### src/dhhs_pkg.sv
// Shared types and constants for the dual hand home-and-seek controller.
// Used by every module of the block and by its checker.
package dhhs_pkg;

   localparam int STEPS_PER_REV_DEF = 51200;
   localparam int SECS_PER_REV      = 60 * 60 * 1;

   localparam int REMAIN_W = 17;
   localparam int OFS_W    = 12;
   localparam int SUM_W    = REMAIN_W + 1;
   localparam logic [REMAIN_W-1:0] REMAIN_MAX = {REMAIN_W{1'b1}};

   // offset scaling: floor(x / 3600) as floor(floor(x / 16) * RECIP / 2^28), x < 2^24
   localparam int FRAC_W    = 24;
   localparam int RECIP_W   = 21;
   localparam int PROD_W    = FRAC_W - 4 + RECIP_W;
   localparam int RECIP_SH  = 28;
   localparam logic [RECIP_W-1:0] OFS_RECIP = 21'd1193047;
   localparam logic [FRAC_W-1:0]  OFS_HALF  = 24'd1800;

   // request codes
   localparam logic [1:0] REQ_TICK = 2'd0;
   localparam logic [1:0] REQ_HOME = 2'd1;
   localparam logic [1:0] REQ_SEEK = 2'd2;

   // mode codes
   localparam logic [1:0] MODE_IDLE = 2'd0;
   localparam logic [1:0] MODE_HOME = 2'd1;
   localparam logic [1:0] MODE_SEEK = 2'd2;

   // register indexes
   localparam int CSR_INDEX_W = 1;
   localparam logic [CSR_INDEX_W-1:0] CSR_HOUR_OFFSET   = 1'b0;
   localparam logic [CSR_INDEX_W-1:0] CSR_MINUTE_OFFSET = 1'b1;

   typedef struct packed {
      logic [1:0] req_type;
      logic [4:0] hour_of_day;
      logic [5:0] minute_of_hour;
      logic [5:0] second_of_minute;
      logic       minute_switch;
      logic       hour_switch;
   } req_item_type;

   typedef struct packed {
      logic       minute_step;
      logic       hour_step;
      logic [1:0] mode;
   } rsp_item_type;

   // scaled offsets handed from the offset unit to the controller
   typedef struct packed {
      logic                busy;
      logic [REMAIN_W-1:0] hour_steps;
      logic [REMAIN_W-1:0] minute_steps;
   } ofs_status_type;

endpackage

### src/dhhs_offset.sv
// Offset registers and their conversion from seconds of a revolution to steps.
// Depends on dhhs_pkg. Two register stages after each write; busy covers them.
module dhhs_offset #(
   parameter int STEPS_PER_REV = dhhs_pkg::STEPS_PER_REV_DEF
) (
   input  logic                                 clock,
   input  logic                                 reset,
   input  logic                                 csr_we,
   input  logic [dhhs_pkg::CSR_INDEX_W-1:0]     csr_index,
   input  logic [dhhs_pkg::OFS_W-1:0]           csr_wdata,
   output dhhs_pkg::ofs_status_type             ofs
);
   import dhhs_pkg::*;

   // steps = off * A + floor((off * B + 1800) / 3600), with R = 3600 * A + B
   localparam logic [4:0]       OFF_A  = 5'(STEPS_PER_REV / SECS_PER_REV);
   localparam logic [OFS_W-1:0] OFF_B  = OFS_W'(STEPS_PER_REV % SECS_PER_REV);
   localparam logic [1:0]       SETTLE = 2'd2;

   logic [OFS_W-1:0]    off_ff   [2];
   logic [REMAIN_W-1:0] base_ff  [2];
   logic [FRAC_W-1:0]   frac_ff  [2];
   logic [REMAIN_W-1:0] map_ff   [2];
   logic [PROD_W-1:0]   prod     [2];
   logic [OFS_W-1:0]    quot     [2];
   logic [1:0]          settle_ff;

   always_ff @(posedge clock) begin
      if (reset) begin
         off_ff[0] <= '0;
         off_ff[1] <= '0;
         settle_ff <= SETTLE;
      end else begin
         if (csr_we) begin
            off_ff[csr_index] <= csr_wdata;
            settle_ff         <= SETTLE;
         end else if (settle_ff != 2'd0) begin
            settle_ff <= settle_ff - 2'd1;
         end
      end
   end

   always_comb begin
      for (int h = 0; h < 2; h++) begin
         prod[h] = PROD_W'(frac_ff[h][FRAC_W-1:4]) * PROD_W'(OFS_RECIP);
         quot[h] = prod[h][RECIP_SH+OFS_W-1:RECIP_SH];
      end
   end

   always_ff @(posedge clock) begin
      for (int h = 0; h < 2; h++) begin
         base_ff[h] <= REMAIN_W'(off_ff[h]) * REMAIN_W'(OFF_A);
         frac_ff[h] <= FRAC_W'(off_ff[h]) * FRAC_W'(OFF_B) + OFS_HALF;
         map_ff[h]  <= base_ff[h] + REMAIN_W'(quot[h]);
      end
   end

   assign ofs.busy         = (settle_ff != 2'd0);
   assign ofs.hour_steps   = map_ff[CSR_HOUR_OFFSET];
   assign ofs.minute_steps = map_ff[CSR_MINUTE_OFFSET];

endmodule

### src/dhhs_ctrl.sv
// Hand state: homing flags, seek step counts and the phase, updated per transfer.
// Depends on dhhs_pkg and the scaled offsets from dhhs_offset.
module dhhs_ctrl #(
   parameter int STEPS_PER_REV = dhhs_pkg::STEPS_PER_REV_DEF
) (
   input  logic                       clock,
   input  logic                       reset,
   input  logic                       accept,
   input  dhhs_pkg::req_item_type     req,
   input  dhhs_pkg::ofs_status_type   ofs,
   output dhhs_pkg::rsp_item_type     rsp_next
);
   import dhhs_pkg::*;

   typedef enum logic [1:0] {PH_IDLE, PH_HOME, PH_SEEK} phase_type;
   typedef logic [REMAIN_W-1:0] tab32_type [32];
   typedef logic [REMAIN_W-1:0] tab64_type [64];

   function automatic tab32_type hour_tab();
      tab32_type t;
      for (int i = 0; i < 32; i++)
         t[i] = REMAIN_W'((2 * (i % 12) * STEPS_PER_REV + 12) / 24);
      return t;
   endfunction

   function automatic tab64_type hour_min_tab();
      tab64_type t;
      for (int i = 0; i < 64; i++)
         t[i] = REMAIN_W'((2 * i * (STEPS_PER_REV / 12) + 60) / 120);
      return t;
   endfunction

   function automatic tab64_type min_tab();
      tab64_type t;
      for (int i = 0; i < 64; i++)
         t[i] = REMAIN_W'((2 * i * STEPS_PER_REV + 60) / 120);
      return t;
   endfunction

   function automatic tab64_type sec_tab();
      tab64_type t;
      for (int i = 0; i < 64; i++)
         t[i] = REMAIN_W'((2 * i * ((STEPS_PER_REV / 60) / 60) + 60) / 120);
      return t;
   endfunction

   localparam tab32_type HOUR_TAB     = hour_tab();
   localparam tab64_type HOUR_MIN_TAB = hour_min_tab();
   localparam tab64_type MIN_TAB      = min_tab();
   localparam tab64_type SEC_TAB      = sec_tab();

   phase_type           phase_ff, phase_in;
   logic                first_ff, first_in;
   logic                mlev_ff, mlev_in, hlev_ff, hlev_in;
   logic                mclr_ff, mclr_in, hclr_ff, hclr_in;
   logic                mrun_ff, mrun_in, hrun_ff, hrun_in;
   logic [REMAIN_W-1:0] mrem_ff, mrem_in, hrem_ff, hrem_in;
   logic [SUM_W-1:0]    hour_sum, minute_sum;
   logic [REMAIN_W-1:0] hour_cnt, minute_cnt;
   logic                mstep, hstep;

   always_comb begin
      hour_sum   = SUM_W'(HOUR_TAB[req.hour_of_day])
                 + SUM_W'(HOUR_MIN_TAB[req.minute_of_hour])
                 + SUM_W'(ofs.hour_steps);
      minute_sum = SUM_W'(MIN_TAB[req.minute_of_hour])
                 + SUM_W'(SEC_TAB[req.second_of_minute])
                 + SUM_W'(ofs.minute_steps);
      hour_cnt   = hour_sum[SUM_W-1]   ? REMAIN_MAX : hour_sum[REMAIN_W-1:0];
      minute_cnt = minute_sum[SUM_W-1] ? REMAIN_MAX : minute_sum[REMAIN_W-1:0];

      phase_in = phase_ff;
      first_in = first_ff;
      mlev_in  = mlev_ff;
      hlev_in  = hlev_ff;
      mclr_in  = mclr_ff;
      hclr_in  = hclr_ff;
      mrun_in  = mrun_ff;
      hrun_in  = hrun_ff;
      mrem_in  = mrem_ff;
      hrem_in  = hrem_ff;
      mstep    = 1'b0;
      hstep    = 1'b0;

      case (req.req_type)
         REQ_HOME: begin
            phase_in = PH_HOME;
            first_in = 1'b1;
            mlev_in  = 1'b0;
            hlev_in  = 1'b0;
            mclr_in  = 1'b0;
            hclr_in  = 1'b0;
            mrun_in  = 1'b1;
            hrun_in  = 1'b1;
            mrem_in  = '0;
            hrem_in  = '0;
         end
         REQ_SEEK: begin
            hrem_in  = hour_cnt;
            mrem_in  = minute_cnt;
            hrun_in  = (hour_cnt != '0);
            mrun_in  = (minute_cnt != '0);
            phase_in = (hrun_in || mrun_in) ? PH_SEEK : PH_IDLE;
         end
         REQ_TICK: begin
            if (phase_ff == PH_HOME) begin
               mstep = mrun_ff;
               hstep = hrun_ff;
               // first tick latches the starting switch levels
               if (first_ff) begin
                  first_in = 1'b0;
                  mlev_in  = req.minute_switch;
                  hlev_in  = req.hour_switch;
               end
               if (mlev_in || req.minute_switch) mclr_in = 1'b1;
               if (hlev_in || req.hour_switch)   hclr_in = 1'b1;
               if (mclr_in && !req.minute_switch) mrun_in = 1'b0;
               if (hclr_in && !req.hour_switch)   hrun_in = 1'b0;
               if (!mrun_in && !hrun_in) phase_in = PH_IDLE;
            end else if (phase_ff == PH_SEEK) begin
               // a stopped hand keeps its count
               if (mrun_ff) begin
                  mstep = 1'b1;
                  if (mrem_ff != '0) mrem_in = mrem_ff - 1'b1;
                  if (mrem_in == '0) mrun_in = 1'b0;
               end
               if (hrun_ff) begin
                  hstep = 1'b1;
                  if (hrem_ff != '0) hrem_in = hrem_ff - 1'b1;
                  if (hrem_in == '0) hrun_in = 1'b0;
               end
               if (!mrun_in && !hrun_in) phase_in = PH_IDLE;
            end
         end
         default: ;
      endcase

      rsp_next.minute_step = mstep;
      rsp_next.hour_step   = hstep;
      unique case (phase_in)
         PH_IDLE: rsp_next.mode = MODE_IDLE;
         PH_HOME: rsp_next.mode = MODE_HOME;
         PH_SEEK: rsp_next.mode = MODE_SEEK;
         default: rsp_next.mode = MODE_IDLE;
      endcase
   end

   always_ff @(posedge clock) begin
      if (reset) begin
         phase_ff <= PH_IDLE;
         first_ff <= 1'b1;
         mlev_ff  <= 1'b0;
         hlev_ff  <= 1'b0;
         mclr_ff  <= 1'b0;
         hclr_ff  <= 1'b0;
         mrun_ff  <= 1'b0;
         hrun_ff  <= 1'b0;
         mrem_ff  <= '0;
         hrem_ff  <= '0;
      end else if (accept) begin
         phase_ff <= phase_in;
         first_ff <= first_in;
         mlev_ff  <= mlev_in;
         hlev_ff  <= hlev_in;
         mclr_ff  <= mclr_in;
         hclr_ff  <= hclr_in;
         mrun_ff  <= mrun_in;
         hrun_ff  <= hrun_in;
         mrem_ff  <= mrem_in;
         hrem_ff  <= hrem_in;
      end
   end

endmodule

### src/dual_hand_home_and_seek.sv
// Dual hand home-and-seek controller for an hour and a minute stepper hand.
// Requests arrive on req_valid/req_ready with a req_data item: a tick, a start
// of homing, or a start of seek with the time of day. Every accepted request
// gives exactly one response on rsp_valid/rsp_ready: the step pulses for the
// two hands on that tick and the mode after the request.
// The response sits in the output register in the cycle after the transfer.
// One request is taken per cycle while no offset write settles and the output
// register is free; the output register takes a new response in the cycle it
// is drained, so req_ready follows rsp_ready when a response is waiting.
// The offsets are written on csr_we/csr_index/csr_wdata. Each write feeds a
// two-stage multiply pipeline that turns seconds of a revolution into steps;
// req_ready stays low after a write while it settles.
// A synchronous reset clears the hand state to idle, zeroes both offsets and
// drops any pending response; req_ready rises after reset ends, once settled.
// While rsp_ready is low a response is held and no further request is taken.
// Depends on dhhs_pkg, dhhs_offset and dhhs_ctrl.
module dual_hand_home_and_seek #(
   parameter int STEPS_PER_REV = dhhs_pkg::STEPS_PER_REV_DEF
) (
   input  logic                               clock,
   input  logic                               reset,
   input  logic                               req_valid,
   output logic                               req_ready,
   input  dhhs_pkg::req_item_type             req_data,
   output logic                               rsp_valid,
   input  logic                               rsp_ready,
   output dhhs_pkg::rsp_item_type             rsp_data,
   input  logic                               csr_we,
   input  logic [dhhs_pkg::CSR_INDEX_W-1:0]   csr_index,
   input  logic [dhhs_pkg::OFS_W-1:0]         csr_wdata
);
   import dhhs_pkg::*;

   ofs_status_type ofs;
   rsp_item_type   rsp_in, rsp_ff;
   logic           rsp_valid_ff;
   logic           accept;

   assign req_ready = !ofs.busy && (!rsp_valid_ff || rsp_ready);
   assign accept    = req_valid && req_ready;

   dhhs_offset #(.STEPS_PER_REV(STEPS_PER_REV)) u_offset (
      .clock     (clock),
      .reset     (reset),
      .csr_we    (csr_we),
      .csr_index (csr_index),
      .csr_wdata (csr_wdata),
      .ofs       (ofs)
   );

   dhhs_ctrl #(.STEPS_PER_REV(STEPS_PER_REV)) u_ctrl (
      .clock    (clock),
      .reset    (reset),
      .accept   (accept),
      .req      (req_data),
      .ofs      (ofs),
      .rsp_next (rsp_in)
   );

   always_ff @(posedge clock) begin
      if (reset) begin
         rsp_valid_ff <= 1'b0;
      end else if (accept) begin
         rsp_valid_ff <= 1'b1;
      end else if (rsp_ready) begin
         rsp_valid_ff <= 1'b0;
      end
   end

   // hold the response until its transfer
   always_ff @(posedge clock) begin
      if (accept) begin
         rsp_ff <= rsp_in;
      end
   end

   assign rsp_valid = rsp_valid_ff;
   assign rsp_data  = rsp_ff;

endmodule

### config.mk
export PLATFORM = sky130hd
export DESIGN_NAME = dual_hand_home_and_seek
export DESIGN_NICKNAME = d
export VERILOG_FILES = /design/src/dhhs_pkg.sv /design/src/dhhs_offset.sv /design/src/dhhs_ctrl.sv /design/src/dual_hand_home_and_seek.sv
export SDC_FILE = /design/constraint.sdc
export NUM_CORES = 2
export LEC_CHECK = 0
export CAP_MARGIN = 25
export CORE_MARGIN = 2
export CORE_UTILIZATION = 60
export CTS_CLUSTER_DIAMETER = 40
export DETAILED_ROUTE_END_ITERATION = 12
export DONT_BUFFER_PORTS = 1
export PLACE_DENSITY = 0.76
export SYNTH_ARGS = -nofsm -noshare
export SYNTH_HDL_FRONTEND = slang
export SYNTH_SLANG_ARGS = --single-unit
### constraint.sdc
create_clock -name clock -period 9.3 [get_ports clock]
set_clock_uncertainty 0.1 [all_clocks]
set_input_delay 1.86 -clock clock [delete_from_list [all_inputs] [get_ports clock]]
set_output_delay 1.86 -clock clock [all_outputs]
set_load 0.05 [all_outputs]
; After elaboration in Yosys (flattened, before gate mapping)
; Memories as Yosys holds them, arrays and structs flattened.
; Index checks and enable logic that the tools add are counted.
[word_totals]
ff_bits = 50
latch_bits = 0
ramBits = 134
romBits = 3808
out_inout_bits = 6
wordCells = 188
mem_count = 8
[memory_table]
columns = memory, depth, width, read_ports, rd_ports_with_merged_regs, write_ports, line
row1 = (no name shown), 64, 17, 1, 0, 0, dhhs_ctrl.sv:66  ; minute_sum = SUM_W'(MIN_TAB[req.minute_of_hour])
row2 = (no name shown), 64, 17, 1, 0, 0, dhhs_ctrl.sv:67  ; + SUM_W'(SEC_TAB[req.second_of_minute])
row3 = (no name shown), 64, 17, 1, 0, 0, dhhs_ctrl.sv:64  ; + SUM_W'(HOUR_MIN_TAB[req.minute_of_hour])
row4 = (no name shown), 32, 17, 1, 0, 0, dhhs_ctrl.sv:63  ; hour_sum = SUM_W'(HOUR_TAB[req.hour_of_day])
row5 = u_offset.frac_ff, 2, 23, 2, 0, 2, dhhs_offset.sv:22  ; logic [FRAC_W-1:0] frac_ff [2];
row6 = u_offset.map_ff, 2, 17, 2, 0, 2, dhhs_offset.sv:23  ; logic [REMAIN_W-1:0] map_ff [2];
row7 = 2 more memories, --, --, --, --, --, --
[op_classes]
addsub = 11
mul = 6
div = 0
n_lt_le_gt_ge = 3
eq_ne = 12
n_shift = 0
n_mux = 95
bitwise = 3
reduce_logical = 35
[op_table]
columns = operator, n
row1 = two-way mux 17 bit, 26
row2 = one-hot mux 17 bit (3 select lines), 2
row3 = "multiplier 20 x 21 -> 40 bit, second input constant", 2
row4 = nonzero test 17 bit, 4
row5 = two-way mux 1 bit, 52
row6 = "adder 22 x 11 -> 23 bit, second input constant", 2
row7 = adder 17 x 17 -> 18 bit, 2
row8 = adder 18 x 17 -> 18 bit, 2
row9 = adder 17 x 12 -> 17 bit, 2
row10 = logical NOT 17 bit, 2
row11 = "multiplier 12 x 5 -> 17 bit, second input constant", 2
row12 = "subtractor 17 x 1 -> 17 bit, second input constant", 2
row13 = "multiplier 12 x 3 -> 15 bit, second input constant", 2
row14 = "greater-or-equal comparator 7 bit, second input constant", 2
row15 = NOT 6 -> 7 bit, 2
row16 = two-way mux 12 bit, 1
row17 = OR reduction 12 bit, 1
row18 = two-way mux 2 bit, 5
row19 = one-hot mux 1 bit (2 select lines), 5
row20 = AND reduction 5 bit, 2
row21 = logical NOT 1 bit, 8
row22 = "inequality test 2 x 1 -> 1 bit, second input constant", 4
row23 = "== test 2 x 1 -> 1 bit, second input constant", 3
row24 = "== test 2 bit, second input constant", 3
row25 = other kinds (15), 27

; Longest topological paths before layout
[depth]
ltp_word = 20
depth_mapped = 31

; Modules after synthesis
; From an unflattened synthesis, not the netlist that was laid out.
[hier_totals]
cells_unflattened = 3080
hier_area_um2 = 28323.4
[by_module_without_submodules]
columns = module, instances, cells_per_inst, area_each_um2, seq_area_each_um2
row1 = dhhs_offset, 1, 1914, 20185.6, 2722.6
row2 = dhhs_ctrl, 1, 1155, 7960.1, 860.8
row3 = dual_hand_home_and_seek, 1, 11, 177.7, 140.1

; Least setup slack after synthesis
; No wires, ideal clock.
[synth_path]
path_kind = register -> register
from = memory u_offset.frac_ff[0][36] (netlist name)
to = memory u_offset.map_ff[1][12], in the netlist u_offset.map_ff[0][29]
t_arrival_ps = 7026
path_slack_ps = 2102
stages_incl_launch_ff = 28
cell_sequence = dfxtp_1 -> inv_1 -> ha_1 -> fa_1 -> fa_1 -> inv_1 -> fa_1 -> fa_1 -> fa_1 -> ha_1 -> ha_1 -> a211oi_1 -> o21bai_1 -> a21o_1 -> a221o_1 -> or2_2 -> a21oi_1 -> xnor2_1 -> ha_1 -> a21o_1 -> a21oi_1 -> o21bai_1 -> a21oi_1 -> o21ai_0 -> a211oi_1 -> o21bai_1 -> a21oi_1 -> xnor2_1
[synth_lines]
columns = item, line
row1 = from (decl), dhhs_offset.sv:22
row2 = to (decl), dhhs_offset.sv:23

==> impl_metrics.json <==
{
  "status": "complete, no violations",
  "grt-ovfl-total": 0,
  "syn_avg_cell_area_sq_um": 9.19,
  "core_region_area_sq_mm": 0.0455,
  "setup_viol": 0,
  "antenna_found_initial": 2,
  "cp-end-kind": "flip-flop",
  "cp.required_ns": 9.59,
  "die_x_microns": 219,
  "async_reset_ff_share_pct": 0,
  "worst_slew_pin_slew_ns": 0.910,
  "hold_path.class": "flip-flop to flip-flop",
  "drive_above_1_share_pct": 2.62,
  "grt_pass1_vias": 21650,
  "post_synth_instance_area_sq_mm": 0.0277,
  "finalMaxSlewViolations": 0,
  "portBuffers": 0,
  "routed-via-count": 21179,
  "cts_buffers": 17,
  "place.gp.congestion": 0.962,
  "cp.arrival_ns": 8.33,
  "syn_nets": 3948,
  "final_nets": 3901,
  "synth_edf_count": 28,
  "hold_viol": 0,
  "syn_to_final_growth_pct": 3.90,
  "post_cts_buffers": 0,
  "clock_latency_ns": 0.46,
  "fin_crit_ns": 8.05,
  "ctsLongestPathBuffers": 2,
  "critPathLaunchType": "flip-flop",
  "grt_max_degree": 71,
  "first_iter_violations": 1528,
  "whs_ns": 0.374,
  "clk_pin_slew_ns": 0.08,
  "drt_pass1_iterations": 5,
  "cts-resized-gates": 0,
  "slowest_delay_ns": 0.70,
  "ys_types": 94,
  "ios": 45,
  "rsz0062_at_grt": "false",
  "die_h_microns": 219,
  "drcViolationCount": 0,
  "grt_pass1_wl_microns": 106000,
  "dieArea_sq_mm": 0.0478,
  "cts_tree": "built",
  "avgViaCountPerCell": 5.92,
  "wl_microns": 62800,
  "synth_seq_cells": 172,
  "antennaDiodeCount": 0,
  "groute.usage.overall_pct": 27.4,
  "synthCells": 3010,
  "dp_hpwl_microns": 52900,
  "critical_path.slowest_cell": "a2111oi_0",
  "yosysSeqAreaShare_pct": 13.5,
  "clock-sinks": 172,
  "path_class": "flip-flop to flip-flop",
  "htreeDepth": 4,
  "crit_fanout": 11,
  "yosys_warnings": 0,
  "wl_per_cell_microns": 17.6,
  "fmax_ghz": 0.124,
  "drv_cap": 0,
  "cts-root-buf": "clkbuf_16",
  "row_count": 78,
  "finalCritPeriodShare_pct": 86.5,
  "synth-main-ff-cell": "dfxtp_1",
  "hold_buffers": 0,
  "initial_core_util_pct": 60.8,
  "maxSlewHeadroom_pct": 39.1,
  "antenna_left": 0,
  "tns_ns": 0,
  "cpMostUsedCell": "ha_1"
}
==> cells in the final DEF, fill, tap and decap left out, types with 14 or more instances in the layout <==
| cell | instances |
|---|---|
| xor2_1 | 52 |
| a21boi_0 | 17 |
| o211ai_1 | 17 |
| edfxtp_1 | 28 |
| mux2i_1 | 17 |
| o221ai_1 | 18 |
| xnor2_1 | 79 |
| o21a_1 | 27 |
| nand2_1 | 151 |
| fa_1 | 269 |
| inv_1 | 452 |
| nor2_1 | 172 |
| nand2b_1 | 20 |
| nor4_1 | 15 |
| o21ai_0 | 131 |
| nor2b_1 | 26 |
| a211oi_1 | 37 |
| or2_2 | 14 |
| dfxtp_1 | 144 |
| a31oi_1 | 25 |
| nand3_1 | 34 |
| nor3_1 | 56 |
| a21oi_1 | 176 |
| ha_1 | 630 |
| and3_1 | 16 |
| clkbuf_16 | 17 |
| a21o_1 | 43 |
| nand4_1 | 17 |
| and2_1 | 42 |
==> per-layer routing <==
| metal | wire, microns | vias up | global-route usage (%) |
|---|---|---|---|
| met5 | 14 | - | 0 |
| met4 | 1470 | 2 | 7.36 |
| met3 | 3520 | 108 | 4.69 |
| met2 | 28800 | 568 | 45.3 |
| met1 | 29000 | 10151 | 37.2 |
| li1 | - | 10350 | - |
==> through the flow <==
stage	worst slack [ns]	cell area (sq um)	instances	util, %
2_1_floorplan	2.10	27700	3010	-
3_3_place_gp	1.45	28200	3543	61.9
3_5_place_dp	1.31	28200	3543	61.9
4_1_cts	1.26	28700	3575	63.2
5_1_grt	0.627	28700	3576	63.2
6_report	1.25	28700	3576	63.2
==> flip-flops by register name (all words and copies together), names as in the netlist <==
register,flops
rsp_data,4
rsp_valid,1
u_ctrl.first_ff,1
u_ctrl.hclr_ff,1
u_ctrl.hlev_ff,1
u_ctrl.hrem_ff,17
u_ctrl.hrun_ff,1
u_ctrl.mclr_ff,1
u_ctrl.mlev_ff,1
u_ctrl.mrem_ff,17
u_ctrl.mrun_ff,1
u_ctrl.phase_ff,2
u_offset.base_ff,30
u_offset.frac_ff,34
u_offset.map_ff,34
u_offset.off_ff,24
u_offset.settle_ff,2
==> synth_stat cells (all sizes together) (52+ instances only) <==
cell,count,area (sq um)
ha,630,7880
inv,452,1700
fa,269,5390
a21oi,178,906
nor2,173,652
nand2,152,573
dfxtp,144,2880
o21ai,132,664
xnor2,79,692
nor3,59,317
clkbuf,57,214
xor2,52,455
==> cell families after synthesis <==
| logic type | share of synthesized area [%] |
|---|---|
| compound gates | 15.0 |
| xor+xnor | 4.15 |
| fa+ha+maj | 48.0 |
| buf+inv | 7.17 |
| flops | 13.5 |
| mux | 0.819 |
| simple gates | 11.4 |
==> worst max-delay path, delay by kind of cell (launching register included) <==
kind	cells	cell delay (ns)
xor gates and xnor gates	1	0.14
and+or+nand+nor	1	0.23
adders and majority gates	9	3.35
buffers and inverters	4	0.32
DFF	1	0.67
AOI/OAI and AO/OA	13	3.17
==> cell type report <==
cell class,instances,area (sq um)
Clock buffer,18,439
Clock inverter,14,144
Fill cell,3756,16700
Inverter,453,1700
Multi-Input combinational cell,2315,22000
Sequential cell,172,3720
Tap cell,600,751
Timing Repair Buffer,4,27.5
==> final timing paths <==
kind / from / end / slack, ns / depth (start not counted)
max: u_offset.frac_ff[0][16]$_DFF_P_ / u_offset.map_ff[0][12]$_DFF_P_ / 1.25 / 28
min: u_ctrl.mclr_ff$_SDFFE_PP0P_ / u_ctrl.mclr_ff$_SDFFE_PP0P_ / 0.37 / 1
max reg2reg: u_offset.frac_ff[0][16]$_DFF_P_ / u_offset.map_ff[0][12]$_DFF_P_ / 1.25 / 28
min reg2reg: u_ctrl.mclr_ff$_SDFFE_PP0P_ / u_ctrl.mclr_ff$_SDFFE_PP0P_ / 0.37 / 1
Power is not shown: default switching activity piles up to over one toggle a cycle in this logic, so the estimate is an artifact.
